[config.mk]
export PLATFORM = sky130hd
export DESIGN_NAME = calendar_clock_counter_core_flat
export DESIGN_NICKNAME = d
export VERILOG_FILES = /design/src/rtl/ccc_pkg.sv /design/src/rtl/ccc_if.sv /design/src/rtl/calendar_clock_counter_core.sv /design/src/flat_wrapper.sv
export SDC_FILE = /design/constraint.sdc
export NUM_CORES = 1
export LEC_CHECK = 0
export BUFFER_PORTS_ARGS = -buffer_cell sky130_fd_sc_hd__buf_2
export CAP_MARGIN = 20
export CELL_PAD_IN_SITES_DETAIL_PLACEMENT = 1
export CELL_PAD_IN_SITES_GLOBAL_PLACEMENT = 1
export CORE_ASPECT_RATIO = 1.75
export CORE_MARGIN = 2
export CORE_UTILIZATION = 46
export DETAILED_ROUTE_END_ITERATION = 8
export HOLD_SLACK_MARGIN = 0.03
export PLACE_DENSITY_LB_ADDON = 0.1
export SETUP_SLACK_MARGIN = 0.1
export SYNTH_ARGS = -nofsm -noshare
export SYNTH_HDL_FRONTEND = slang
export SYNTH_SLANG_ARGS = --single-unit
[constraint.sdc]
create_clock -name clk_i -period 4 [get_ports clk_i]
set_clock_uncertainty 0.2 [all_clocks]
set_input_delay 0.8 -clock clk_i [delete_from_list [all_inputs] [get_ports clk_i]]
set_output_delay 0.8 -clock clk_i [all_outputs]
set_load 0.01 [all_outputs]
[src/rtl/ccc_pkg.sv]
// Package: types, constants and calendar helpers for the calendar clock counter.
`timescale 1ns / 1ps

package ccc_pkg;

  localparam logic [11:0] YearReset  = 12'd1970;
  localparam logic [11:0] YearSetMin = 12'd1970;
  localparam logic [11:0] YearSetMax = 12'd2099;
  localparam logic [11:0] YearMax    = 12'd4095;
  localparam logic [11:0] Year1600   = 12'd1600;
  localparam logic [11:0] Year1900   = 12'd1900;
  localparam logic [11:0] Year2000   = 12'd2000;
  localparam logic [6:0]  Mod100Last = 7'd99;
  localparam logic [8:0]  Mod400Last = 9'd399;
  localparam logic [6:0]  Mod100Reset = 7'd70;
  localparam logic [8:0]  Mod400Reset = 9'd370;
  localparam logic [5:0]  SecLast    = 6'd59;
  localparam logic [5:0]  MinLast    = 6'd59;
  localparam logic [4:0]  HourLast   = 5'd23;
  localparam logic [7:0]  TpsReset   = 8'd8;

  localparam logic [3:0] MonthJan = 4'd1;
  localparam logic [3:0] MonthFeb = 4'd2;
  localparam logic [3:0] MonthMar = 4'd3;
  localparam logic [3:0] MonthApr = 4'd4;
  localparam logic [3:0] MonthMay = 4'd5;
  localparam logic [3:0] MonthJun = 4'd6;
  localparam logic [3:0] MonthJul = 4'd7;
  localparam logic [3:0] MonthAug = 4'd8;
  localparam logic [3:0] MonthSep = 4'd9;
  localparam logic [3:0] MonthOct = 4'd10;
  localparam logic [3:0] MonthNov = 4'd11;
  localparam logic [3:0] MonthDec = 4'd12;

  localparam logic CmdTick = 1'b0;
  localparam logic CmdSet  = 1'b1;

  localparam logic StatusOk      = 1'b0;
  localparam logic StatusRefused = 1'b1;

  typedef struct packed {
    logic        cmd;
    logic [11:0] set_year;
    logic [3:0]  set_month;
    logic [4:0]  set_day;
    logic [4:0]  set_hours;
    logic [5:0]  set_minutes;
    logic [5:0]  set_seconds;
  } in_beat_t;

  typedef struct packed {
    logic        status;
    logic [11:0] year;
    logic [3:0]  month;
    logic [4:0]  day;
    logic [4:0]  hours;
    logic [5:0]  minutes;
    logic [5:0]  seconds;
  } out_beat_t;

  // Days in a month; zero for a month code outside January to December.
  function automatic logic [4:0] month_len(input logic [3:0] m, input logic leap);
    logic [4:0] len;
    unique case (m)
      MonthJan, MonthMar, MonthMay, MonthJul,
      MonthAug, MonthOct, MonthDec: len = 5'd31;
      MonthApr, MonthJun, MonthSep, MonthNov: len = 5'd30;
      MonthFeb: len = leap ? 5'd29 : 5'd28;
      default: len = 5'd0;
    endcase
    return len;
  endfunction

endpackage

[src/rtl/ccc_if.sv]
// Interfaces: input, result and configuration channels of the calendar clock counter.
`timescale 1ns / 1ps

interface ccc_in_if;
  logic              valid;
  logic              ready;
  ccc_pkg::in_beat_t data;
  modport source (output valid, output data, input ready);
  modport sink (input valid, input data, output ready);
endinterface

interface ccc_out_if;
  logic               valid;
  logic               ready;
  ccc_pkg::out_beat_t data;
  modport source (output valid, output data, input ready);
  modport sink (input valid, input data, output ready);
endinterface

interface ccc_cfg_if;
  logic       valid;
  logic       ready;
  logic [7:0] data;
  modport source (output valid, output data, input ready);
  modport sink (input valid, input data, output ready);
endinterface

[src/rtl/calendar_clock_counter_core.sv]
// Top level: Gregorian calendar clock with prescaler, range-checked set and skid output.
//
// channel | dir | beat contents
// --------+-----+-----------------------------------------------------------
// in_i    | in  | cmd (tick or set) and the date and time to load on set
// out_o   | out | status and the date and time after the item
// cfg_i   | in  | ticks_per_second, always ready
//
// One item per cycle while in_i is ready: the carry chain, leap test and set check
// sit between the state registers and the result register, so the state update is
// combinational. Reset brings the clock to 1970-01-01 00:00:00, prescaler 0, eight
// ticks a second. A result register plus one skid entry hold results while out_o
// stalls; in_i drops ready only when both are full.
`timescale 1ns / 1ps

module calendar_clock_counter_core (
  input  logic      clk_i,
  input  logic      rst_ni,
  ccc_in_if.sink    in_i,
  ccc_out_if.source out_o,
  ccc_cfg_if.sink   cfg_i
);
  import ccc_pkg::*;

  logic [7:0]  tps_q;
  logic [7:0]  tick_q, tick_d;
  logic [5:0]  sec_q, sec_d;
  logic [5:0]  min_q, min_d;
  logic [4:0]  hour_q, hour_d;
  logic [4:0]  day_q, day_d;
  logic [3:0]  mon_q, mon_d;
  logic [11:0] year_q, year_d;
  logic [6:0]  mod100_q, mod100_d;
  logic [8:0]  mod400_q, mod400_d;

  out_beat_t out_q, skid_q, res;
  logic      out_valid_q, skid_valid_q;

  logic       push, pop;
  logic [8:0] tick_inc;
  logic [7:0] limit;
  logic       sec_due, cur_leap;
  logic       sec_wrap, min_wrap, hour_wrap, day_wrap, mon_wrap;
  logic       set_leap, set_ok;
  logic [11:0] set_off100, set_off400;

  assign cfg_i.ready = 1'b1;
  assign in_i.ready  = !skid_valid_q;
  assign out_o.valid = out_valid_q;
  assign out_o.data  = out_q;

  assign push = in_i.valid && !skid_valid_q;
  assign pop  = out_valid_q && out_o.ready;

  // Leap year from the running year residues.
  assign cur_leap = (mod400_q == 9'd0) || ((mod100_q != 7'd0) && (year_q[1:0] == 2'd0));

  assign tick_inc = {1'b0, tick_q} + 9'd1;
  assign limit    = (tps_q == 8'd0) ? 8'd1 : tps_q;
  assign sec_due  = tick_inc >= {1'b0, limit};

  assign sec_wrap  = sec_q >= SecLast;
  assign min_wrap  = min_q >= MinLast;
  assign hour_wrap = hour_q >= HourLast;
  assign day_wrap  = day_q >= month_len(mon_q, cur_leap);
  assign mon_wrap  = mon_q >= MonthDec;

  // Within the settable range a year divisible by four is a leap year.
  assign set_leap = (in_i.data.set_year[1:0] == 2'd0);
  assign set_ok   = (in_i.data.set_year >= YearSetMin) && (in_i.data.set_year <= YearSetMax)
                 && (in_i.data.set_month >= MonthJan) && (in_i.data.set_month <= MonthDec)
                 && (in_i.data.set_day != 5'd0)
                 && (in_i.data.set_day <= month_len(in_i.data.set_month, set_leap))
                 && (in_i.data.set_hours <= HourLast)
                 && (in_i.data.set_minutes <= MinLast)
                 && (in_i.data.set_seconds <= SecLast);

  assign set_off100 = in_i.data.set_year -
                      ((in_i.data.set_year >= Year2000) ? Year2000 : Year1900);
  assign set_off400 = in_i.data.set_year -
                      ((in_i.data.set_year >= Year2000) ? Year2000 : Year1600);

  always_comb begin
    tick_d   = tick_q;
    sec_d    = sec_q;
    min_d    = min_q;
    hour_d   = hour_q;
    day_d    = day_q;
    mon_d    = mon_q;
    year_d   = year_q;
    mod100_d = mod100_q;
    mod400_d = mod400_q;
    res.status = StatusOk;
    if (in_i.data.cmd == CmdTick) begin
      tick_d = sec_due ? 8'd0 : tick_inc[7:0];
      if (sec_due) begin
        sec_d = sec_wrap ? 6'd0 : sec_q + 6'd1;
        if (sec_wrap) begin
          min_d = min_wrap ? 6'd0 : min_q + 6'd1;
          if (min_wrap) begin
            hour_d = hour_wrap ? 5'd0 : hour_q + 5'd1;
            if (hour_wrap) begin
              day_d = day_wrap ? 5'd1 : day_q + 5'd1;
              if (day_wrap) begin
                mon_d = mon_wrap ? MonthJan : mon_q + 4'd1;
                // Hold the year at its ceiling; month and day still wrap.
                if (mon_wrap && (year_q != YearMax)) begin
                  year_d   = year_q + 12'd1;
                  mod100_d = (mod100_q == Mod100Last) ? 7'd0 : mod100_q + 7'd1;
                  mod400_d = (mod400_q == Mod400Last) ? 9'd0 : mod400_q + 9'd1;
                end
              end
            end
          end
        end
      end
    end else begin
      if (set_ok) begin
        sec_d    = in_i.data.set_seconds;
        min_d    = in_i.data.set_minutes;
        hour_d   = in_i.data.set_hours;
        day_d    = in_i.data.set_day;
        mon_d    = in_i.data.set_month;
        year_d   = in_i.data.set_year;
        mod100_d = set_off100[6:0];
        mod400_d = set_off400[8:0];
      end else begin
        res.status = StatusRefused;
      end
    end
    res.year    = year_d;
    res.month   = mon_d;
    res.day     = day_d;
    res.hours   = hour_d;
    res.minutes = min_d;
    res.seconds = sec_d;
  end

  always_ff @(posedge clk_i or negedge rst_ni) begin
    if (!rst_ni) begin
      tps_q    <= TpsReset;
      tick_q   <= 8'd0;
      sec_q    <= 6'd0;
      min_q    <= 6'd0;
      hour_q   <= 5'd0;
      day_q    <= 5'd1;
      mon_q    <= MonthJan;
      year_q   <= YearReset;
      mod100_q <= Mod100Reset;
      mod400_q <= Mod400Reset;
    end else begin
      if (cfg_i.valid) begin
        tps_q <= cfg_i.data;
      end
      if (push) begin
        tick_q   <= tick_d;
        sec_q    <= sec_d;
        min_q    <= min_d;
        hour_q   <= hour_d;
        day_q    <= day_d;
        mon_q    <= mon_d;
        year_q   <= year_d;
        mod100_q <= mod100_d;
        mod400_q <= mod400_d;
      end
    end
  end

  always_ff @(posedge clk_i or negedge rst_ni) begin
    if (!rst_ni) begin
      out_valid_q  <= 1'b0;
      skid_valid_q <= 1'b0;
    end else begin
      if (skid_valid_q) begin
        // Advance the parked beat once the sink takes the current one.
        if (pop) begin
          skid_valid_q <= 1'b0;
        end
      end else if (push) begin
        if (out_valid_q && !pop) begin
          skid_valid_q <= 1'b1;
        end else begin
          out_valid_q <= 1'b1;
        end
      end else if (pop) begin
        out_valid_q <= 1'b0;
      end
    end
  end

  always_ff @(posedge clk_i) begin
    if (skid_valid_q) begin
      if (pop) begin
        out_q <= skid_q;
      end
    end else if (push) begin
      if (out_valid_q && !pop) begin
        skid_q <= res;
      end else begin
        out_q <= res;
      end
    end
  end

endmodule

[src/flat_wrapper.sv]
// flat-port wrapper written by rule: the top's interface ports become plain ports
module calendar_clock_counter_core_flat import ccc_pkg::*;
  (clk_i, rst_ni, in_i_valid, in_i_data, in_i_ready, out_o_valid, out_o_data, out_o_ready, cfg_i_valid, cfg_i_data, cfg_i_ready);
  ccc_in_if in_i_i ();
  ccc_out_if out_o_i ();
  ccc_cfg_if cfg_i_i ();
  input  logic clk_i;
  input  logic rst_ni;
  input wire logic [$bits(in_i_i.valid)-1:0] in_i_valid;
  input wire logic [$bits(in_i_i.data)-1:0] in_i_data;
  output wire logic [$bits(in_i_i.ready)-1:0] in_i_ready;
  output wire logic [$bits(out_o_i.valid)-1:0] out_o_valid;
  output wire logic [$bits(out_o_i.data)-1:0] out_o_data;
  input wire logic [$bits(out_o_i.ready)-1:0] out_o_ready;
  input wire logic [$bits(cfg_i_i.valid)-1:0] cfg_i_valid;
  input wire logic [$bits(cfg_i_i.data)-1:0] cfg_i_data;
  output wire logic [$bits(cfg_i_i.ready)-1:0] cfg_i_ready;
  assign in_i_i.valid = in_i_valid;
  assign in_i_i.data = in_i_data;
  assign in_i_ready = in_i_i.ready;
  assign out_o_valid = out_o_i.valid;
  assign out_o_data = out_o_i.data;
  assign out_o_i.ready = out_o_ready;
  assign cfg_i_i.valid = cfg_i_valid;
  assign cfg_i_i.data = cfg_i_data;
  assign cfg_i_ready = cfg_i_i.ready;
  calendar_clock_counter_core u_core (.clk_i(clk_i), .rst_ni(rst_ni), .in_i(in_i_i), .out_o(out_o_i), .cfg_i(cfg_i_i));
endmodule
-- Word-level counts from Yosys, hierarchy flattened
Cells that the tools add are included.
W data, S select, Z words.
- output and inout bits: 42
- logic and storage cells: 201
- input bits: 52
- register bits after elaboration: 150
- reductions and logical operators: 39
- bitwise gates (word level): 2
- add/subtract/negate cells: 11
- multiplexer cells: 77
- equal/unequal tests: 31
- magnitude comparators: 15
- operator list (kind ; count):
    $mux W39 ; 4
    $mux W12 ; 8
    $mux W9 ; 10
    $mux W5 ; 13
    $mux W7 ; 9
    $mux W6 ; 10
    $eq A4 B4 Y1 const B ; 10
    $eq A4 B3 Y1 const B ; 8
    $mux W4 ; 8
    $pmux W5 S3 ; 2
    $ge A12 B11 Y1 const B ; 2
    $eq A4 B2 Y1 const B ; 4
    $mux W8 ; 2
    $reduce_bool A2 Y1 ; 8
    $reduce_or A7 Y1 ; 2
    $logic_and A1 B1 Y1 ; 13
    $add A12 B1 Y12 const B ; 1
    $add A6 B1 Y6 const B ; 2
    $ge A6 B6 Y1 const B ; 2
    $le A12 B12 Y1 const B ; 1
    $le A6 B6 Y1 const B ; 2
    $ne A12 B12 Y1 const B ; 1
    $mux W1 ; 11
    $add A5 B1 Y5 const B ; 2
    other kinds (31) ; 40

-- Depth between registers and ports, before layout
- depth after elaboration: 15
- gate-level depth with buffers: 17
- gate-level depth less buffers: 15

-- Least setup slack after synthesis
Ideal clock, no wire load.
- path kind: input -> register
- from: input in_i_valid
- to: register u_core.out_q, in the netlist u_core.out_o.data[0], enable pin
- arrival: 3.320 ns
- buffers on the path: 1
- setup time: 0.448 ns
- required time: 3.352 ns
- path slack: 0.031 ns
- cell stages on the path: 4
- cells stage by stage: nor2b_1 > clkbuf_1 > a21oi_1 > a21oi_1
- word-level cells in the longest chain between the ends: 3
- RTL lines (what ; line ; text):
    start: declaration ; flat_wrapper.sv:9 ; input wire logic [$bits(in_i_i.valid)-1:0] in_i_valid;
    $logic_and A1 B1 Y1 ; calendar_clock_counter_core.sv:52 ; assign push = in_i.valid && !skid_valid_q;
    $reduce_bool A2 Y1 (no line) ; - ;
    $reduce_and A3 Y1 (no line) ; - ;
    end signal: assignment ; calendar_clock_counter_core.sv:194 ; out_q <= skid_q;
    end signal: assignment ; calendar_clock_counter_core.sv:200 ; out_q <= res;
    end: declaration ; calendar_clock_counter_core.sv:36 ; out_beat_t out_q, skid_q, res;
Every way passes these cells.
A chain may end at the register's enable or synchronous reset.

-- Worst setup path after layout
- from: register u_core.mon_q[0]
- to: register u_core.out_q, in the netlist u_core.out_o.data[22], data pin
- word-level cells in the longest chain between the ends: 13
- elaborated cells on any way between the ends: 29
- those cells by class: add/sub: 1; order compare: 2; eq/ne: 12; mux: 12; reduce/logical: 2
- RTL lines (what ; line ; text):
    start: declaration ; calendar_clock_counter_core.sv:31 ; logic [3:0] mon_q, mon_d;
    start signal: assignment ; calendar_clock_counter_core.sv:147 ; mon_q <= MonthJan;
    start signal: assignment ; calendar_clock_counter_core.sv:161 ; mon_q <= mon_d;
    $eq A4 B1 Y1, or another cell as far along ; ccc_pkg.sv:64 ; unique case (m)
    $reduce_or A7 Y1 / $reduce_or A4 Y1 (equally long branches) ; ccc_pkg.sv:64 ;
    $pmux W5 S3 ; ccc_pkg.sv:64 ;
    $ge A5 B5 Y1 ; calendar_clock_counter_core.sv:65 ; assign day_wrap = day_q >= month_len(mon_q, cur_leap);
    $mux W4 ; calendar_clock_counter_core.sv:104 ; if (day_wrap) begin
    $mux W4 ; calendar_clock_counter_core.sv:102 ; if (hour_wrap) begin
    $mux W4 ; calendar_clock_counter_core.sv:100 ; if (min_wrap) begin
    $mux W4 ; calendar_clock_counter_core.sv:98 ; if (sec_wrap) begin
    $mux W4 ; calendar_clock_counter_core.sv:96 ; if (sec_due) begin
    $mux W4 (*) ; calendar_clock_counter_core.sv:94 ; if (in_i.data.cmd == CmdTick) begin
    $mux W39 (*) ; calendar_clock_counter_core.sv:197 ; if (out_valid_q && !pop) begin
    $mux W39 (*) ; calendar_clock_counter_core.sv:196 ; end else if (push) begin
    $mux W39 (*) ; calendar_clock_counter_core.sv:192 ; if (skid_valid_q) begin
Every way passes the cells marked *; elsewhere a longest branch is shown, timed or not. The select of a mux whose other input is x is not followed.

==> flow_summary.json <==
{
  "remaining_drc_errors": 0,
  "drtIter0Drc": 345,
  "num-nets-final": 1194,
  "post_synth_inst_count": 967,
  "utilization_pct": 55.7,
  "post_drt_wl_per_cell_um": 21.1,
  "setup.worst_path.start": "u_core.mon_q[0]",
  "synthArstFlopShare_pct": 48.0,
  "max_freq_mhz": 261,
  "cts.root.buffer_cell": "clkbuf_16",
  "critPathMostFrequentCell": "buf_4",
  "post_route_design_area_um2": 10900,
  "worst_setup_hold_path_clk_slew_ns": 0.06,
  "io_pins": 94,
  "final_antenna_net_count": 0,
  "maxSlewHeadroom_pct": 32.2,
  "number_of_synthesized_flops_with_an_enable_pin": 78,
  "drive_gt1_share_pct": 25.5,
  "antenna-diode-count": 0,
  "tightestPinTransition_ns": 1.02,
  "synth_seq_cells": 150,
  "clock_tree.buffer_depth": 2,
  "status": "complete, no violations",
  "die-width_um": 111,
  "power_density_nw_per_um2": 604,
  "cell_leakage_power_nw": 4.62,
  "crit_path_cell_trace": "inv_1 > ha_1 > o31a_1 > o21ai_2 > o21a_1 > buf_4 > ha_2 > a21o_1 > a31oi_4 > nor3_1 > buf_4 > mux2_2 > mux2i_1 > a21oi_1",
  "post-synth-top-area-fraction_pct": 25.6,
  "gpl.final_weighted_congestion": 0.883,
  "route.detailed.vias_per_inst": 5.89,
  "htree_num_levels": 4,
  "crit_path_top_delay_cell": "dfstp_2",
  "vdd.ir_drop.worst_v": 0.000373,
  "worstReg2RegStart": "u_core.mon_q[0]",
  "synthDominantAreaCellType": "edfxtp_1",
  "tritoncts": "done",
  "gr-total-overflow": 0,
  "postSynthAreaPerCell_um2": 9.48,
  "r2r_setup_slack_ns": 0.16,
  "dr_total_vias": 8001,
  "maxSlewViolCount": 0,
  "post-route-period-util_pct": 95.9,
  "yosysSeqAreaShare_pct": 45.5,
  "crit_arrival_ns": 3.80,
  "die_height_um": 191,
  "post-layout-total-power_w": 0.00661,
  "grt_setup_unrepaired": "yes",
  "yosys_most_used_dff": "edfxtp_1",
  "worstRegToRegCells": 14,
  "final_hold_viol_count": 0,
  "timing.hold.worst.start": "u_core.year_q[9]",
  "maximum_fanout_along_the_worst_path": 6,
  "synth_nets": 1060,
  "setup.worst_path.class": "flip-flop to flip-flop",
  "antenna_found_initial": 1,
  "insertion_delay_ns": 0.45,
  "end_kind": "flip-flop",
  "largest_net_degree_at_the_start_of_global_routing": 88,
  "worst_hold_path_type": "flip-flop to flip-flop",
  "flow.area_growth_from_synthesis_pct": 19.4,
  "timing.critical_path.required_ns": 3.96,
  "crit_end": "u_core.out_o.data[22]",
  "grt_first_pass_wirelength_mm": 45.5,
  "placed_wire_length_estimate_mm": 20.6,
  "yosysWarningCount": 0,
  "cts_made_buffers": 17,
  "synth.top_cells.by_area": "edfxtp_1, dfrtp_1, nand2_1, ha_1, dfstp_2",
  "setup_tns_ns": 0,
  "track_usage_pct": 27.6,
  "setup-violations-final": 0,
  "synth_area_um2": 9160,
  "row_count": 68,
  "wirelength_mm": 28.7,
  "initial_utilization_pct": 46.6,
  "clock_period_minus_final_worst_setup_slack_ns": 3.84,
  "critical_path.max_stage_delay_ns": 0.60,
  "clock-sinks": 150,
  "crit_path_start_kind": "flip-flop",
  "reported_max_cap_violation_count": 0,
  "die-area_um2": 21100,
  "synth_cell_type_count": 81,
  "buffer_ports.inserted": 92,
  "core_area_um2": 19700,
  "critical_path.reg2reg.endpoint": "u_core.out_o.data[22]",
  "via_count_of_the_first_global_routing_pass": 8448,
  "placed_area_um2": 10300,
  "timing.hold.ws_ns": 0.304,
  "number_of_optimization_iterations_in_the_first_detailed_route_pass": 5
}
-- logic make-up after synthesis --
kind of cell	after synthesis	synth area share, %
xor gates and xnor gates	15	1.43
adders and majority gates	42	5.79
and+or+nand+nor	340	18.0
muxes	46	5.33
DFF	150	45.5
buffers and inverters	111	5.13
other	1	0.0409
AOI/OAI and AO/OA	262	18.8
-- per-stage QoR --
step                setup WS (ns)  instances
finish                      0.164       1359
global route               0.0298       1359
CTS                        0.0639       1354
detailed placement         -0.188       1322
global placement          -0.0424       1322
floorplan                   0.207        967
-- state kept, by name (all words and copies together) (netlist names), 6 cells and up --
signal,flops
u_core.min_q,6
u_core.sec_q,6
u_core.skid_q,39
u_core.mod100_q,7
u_core.mod400_q,9
u_core.year_q,12
u_core.tps_q,8
u_core.out_o.data,39
u_core.tick_q,8
-- synthesized netlist by cell type (all sizes together) (16+ instances only) --
master,instances
a21oi,46
buf,21
clkbuf,32
dfrtp,54
dfstp,18
edfxtp,78
ha,40
inv,58
mux2,22
mux2i,24
nand2,142
nand3,45
nor2,55
nor3,16
o21ai,99
-- layout by cell type (no fill, tap or decap), drive strengths merged, types with 7 or more instances in the layout --
cell type,netlist,routed
mux2,22,22
a21oi,46,46
dfstp,18,18
clkbuf,32,20
nor3,16,16
nor2,55,55
o22ai,9,9
edfxtp,78,78
a31oi,9,9
buf,21,168
a21o,10,10
nor4,13,13
nand4,12,12
o211ai,7,7
o31ai,13,13
nand3,45,45
ha,40,40
xnor2,9,9
and3,13,13
inv,58,59
nand2,142,142
mux2i,24,24
a211oi,12,12
o21ai,99,99
dfrtp,54,54
a31o,9,9
-- layer usage --
layer  global-route usage [%]  share of wire (%)  wire length (um)
met5                        0              0.049                14
met4                     15.0                4.4              1270
met3                     3.75                2.6               736
met2                     52.4                 55             15900
met1                     29.2                 38             10800
-- where the power goes --
part | total, W | internal [W] | switching [W]
Combinational | 0.00248 | 0.00101 | 0.00147
Clock | 0.00148 | 0.000804 | 0.000671
Sequential | 0.00266 | 0.00223 | 0.000430
-- critical path: cells and delay by family (launching register included) --
| family | cells | cell delay, ns |
|---|---|---|
| fa+ha+maj | 2 | 0.52 |
| flops | 1 | 0.60 |
| simple gates | 1 | 0.10 |
| compound gates | 6 | 1.26 |
| buf+inv | 3 | 0.38 |
| mux | 2 | 0.50 |
-- worst min path at each step --
stage | end | cells past startpoint | slack [ns]
final | u_core.year_q[9] | 2 | 0.30
after global placement | u_core.year_q[8] | 2 | 0.28
after floorplan | u_core.year_q[8] | 2 | 0.26
after global routing | u_core.year_q[8] | 2 | 0.31
after CTS | u_core.year_q[8] | 2 | 0.30
after detailed placement | u_core.year_q[9] | 2 | 0.30
-- layout make-up --
type,count,area (um^2)
fillers,2300,8710
multi-input cells,706,4640
flip-flops and latches,150,4170
repair buffers,168,1090
clock buffers,20,447
well taps,245,307
inverters,58,218
clock inverters,12,82.6
-- what timing repair did --
action,in CTS,in global routing
gates resized for setup,3,18
buffers inserted,0,5
hold buffers,0,0
hold endpoints to repair,0,0
pin swaps,0,4
setup endpoints to repair,19,73
(Power assumes the default switching activity.)
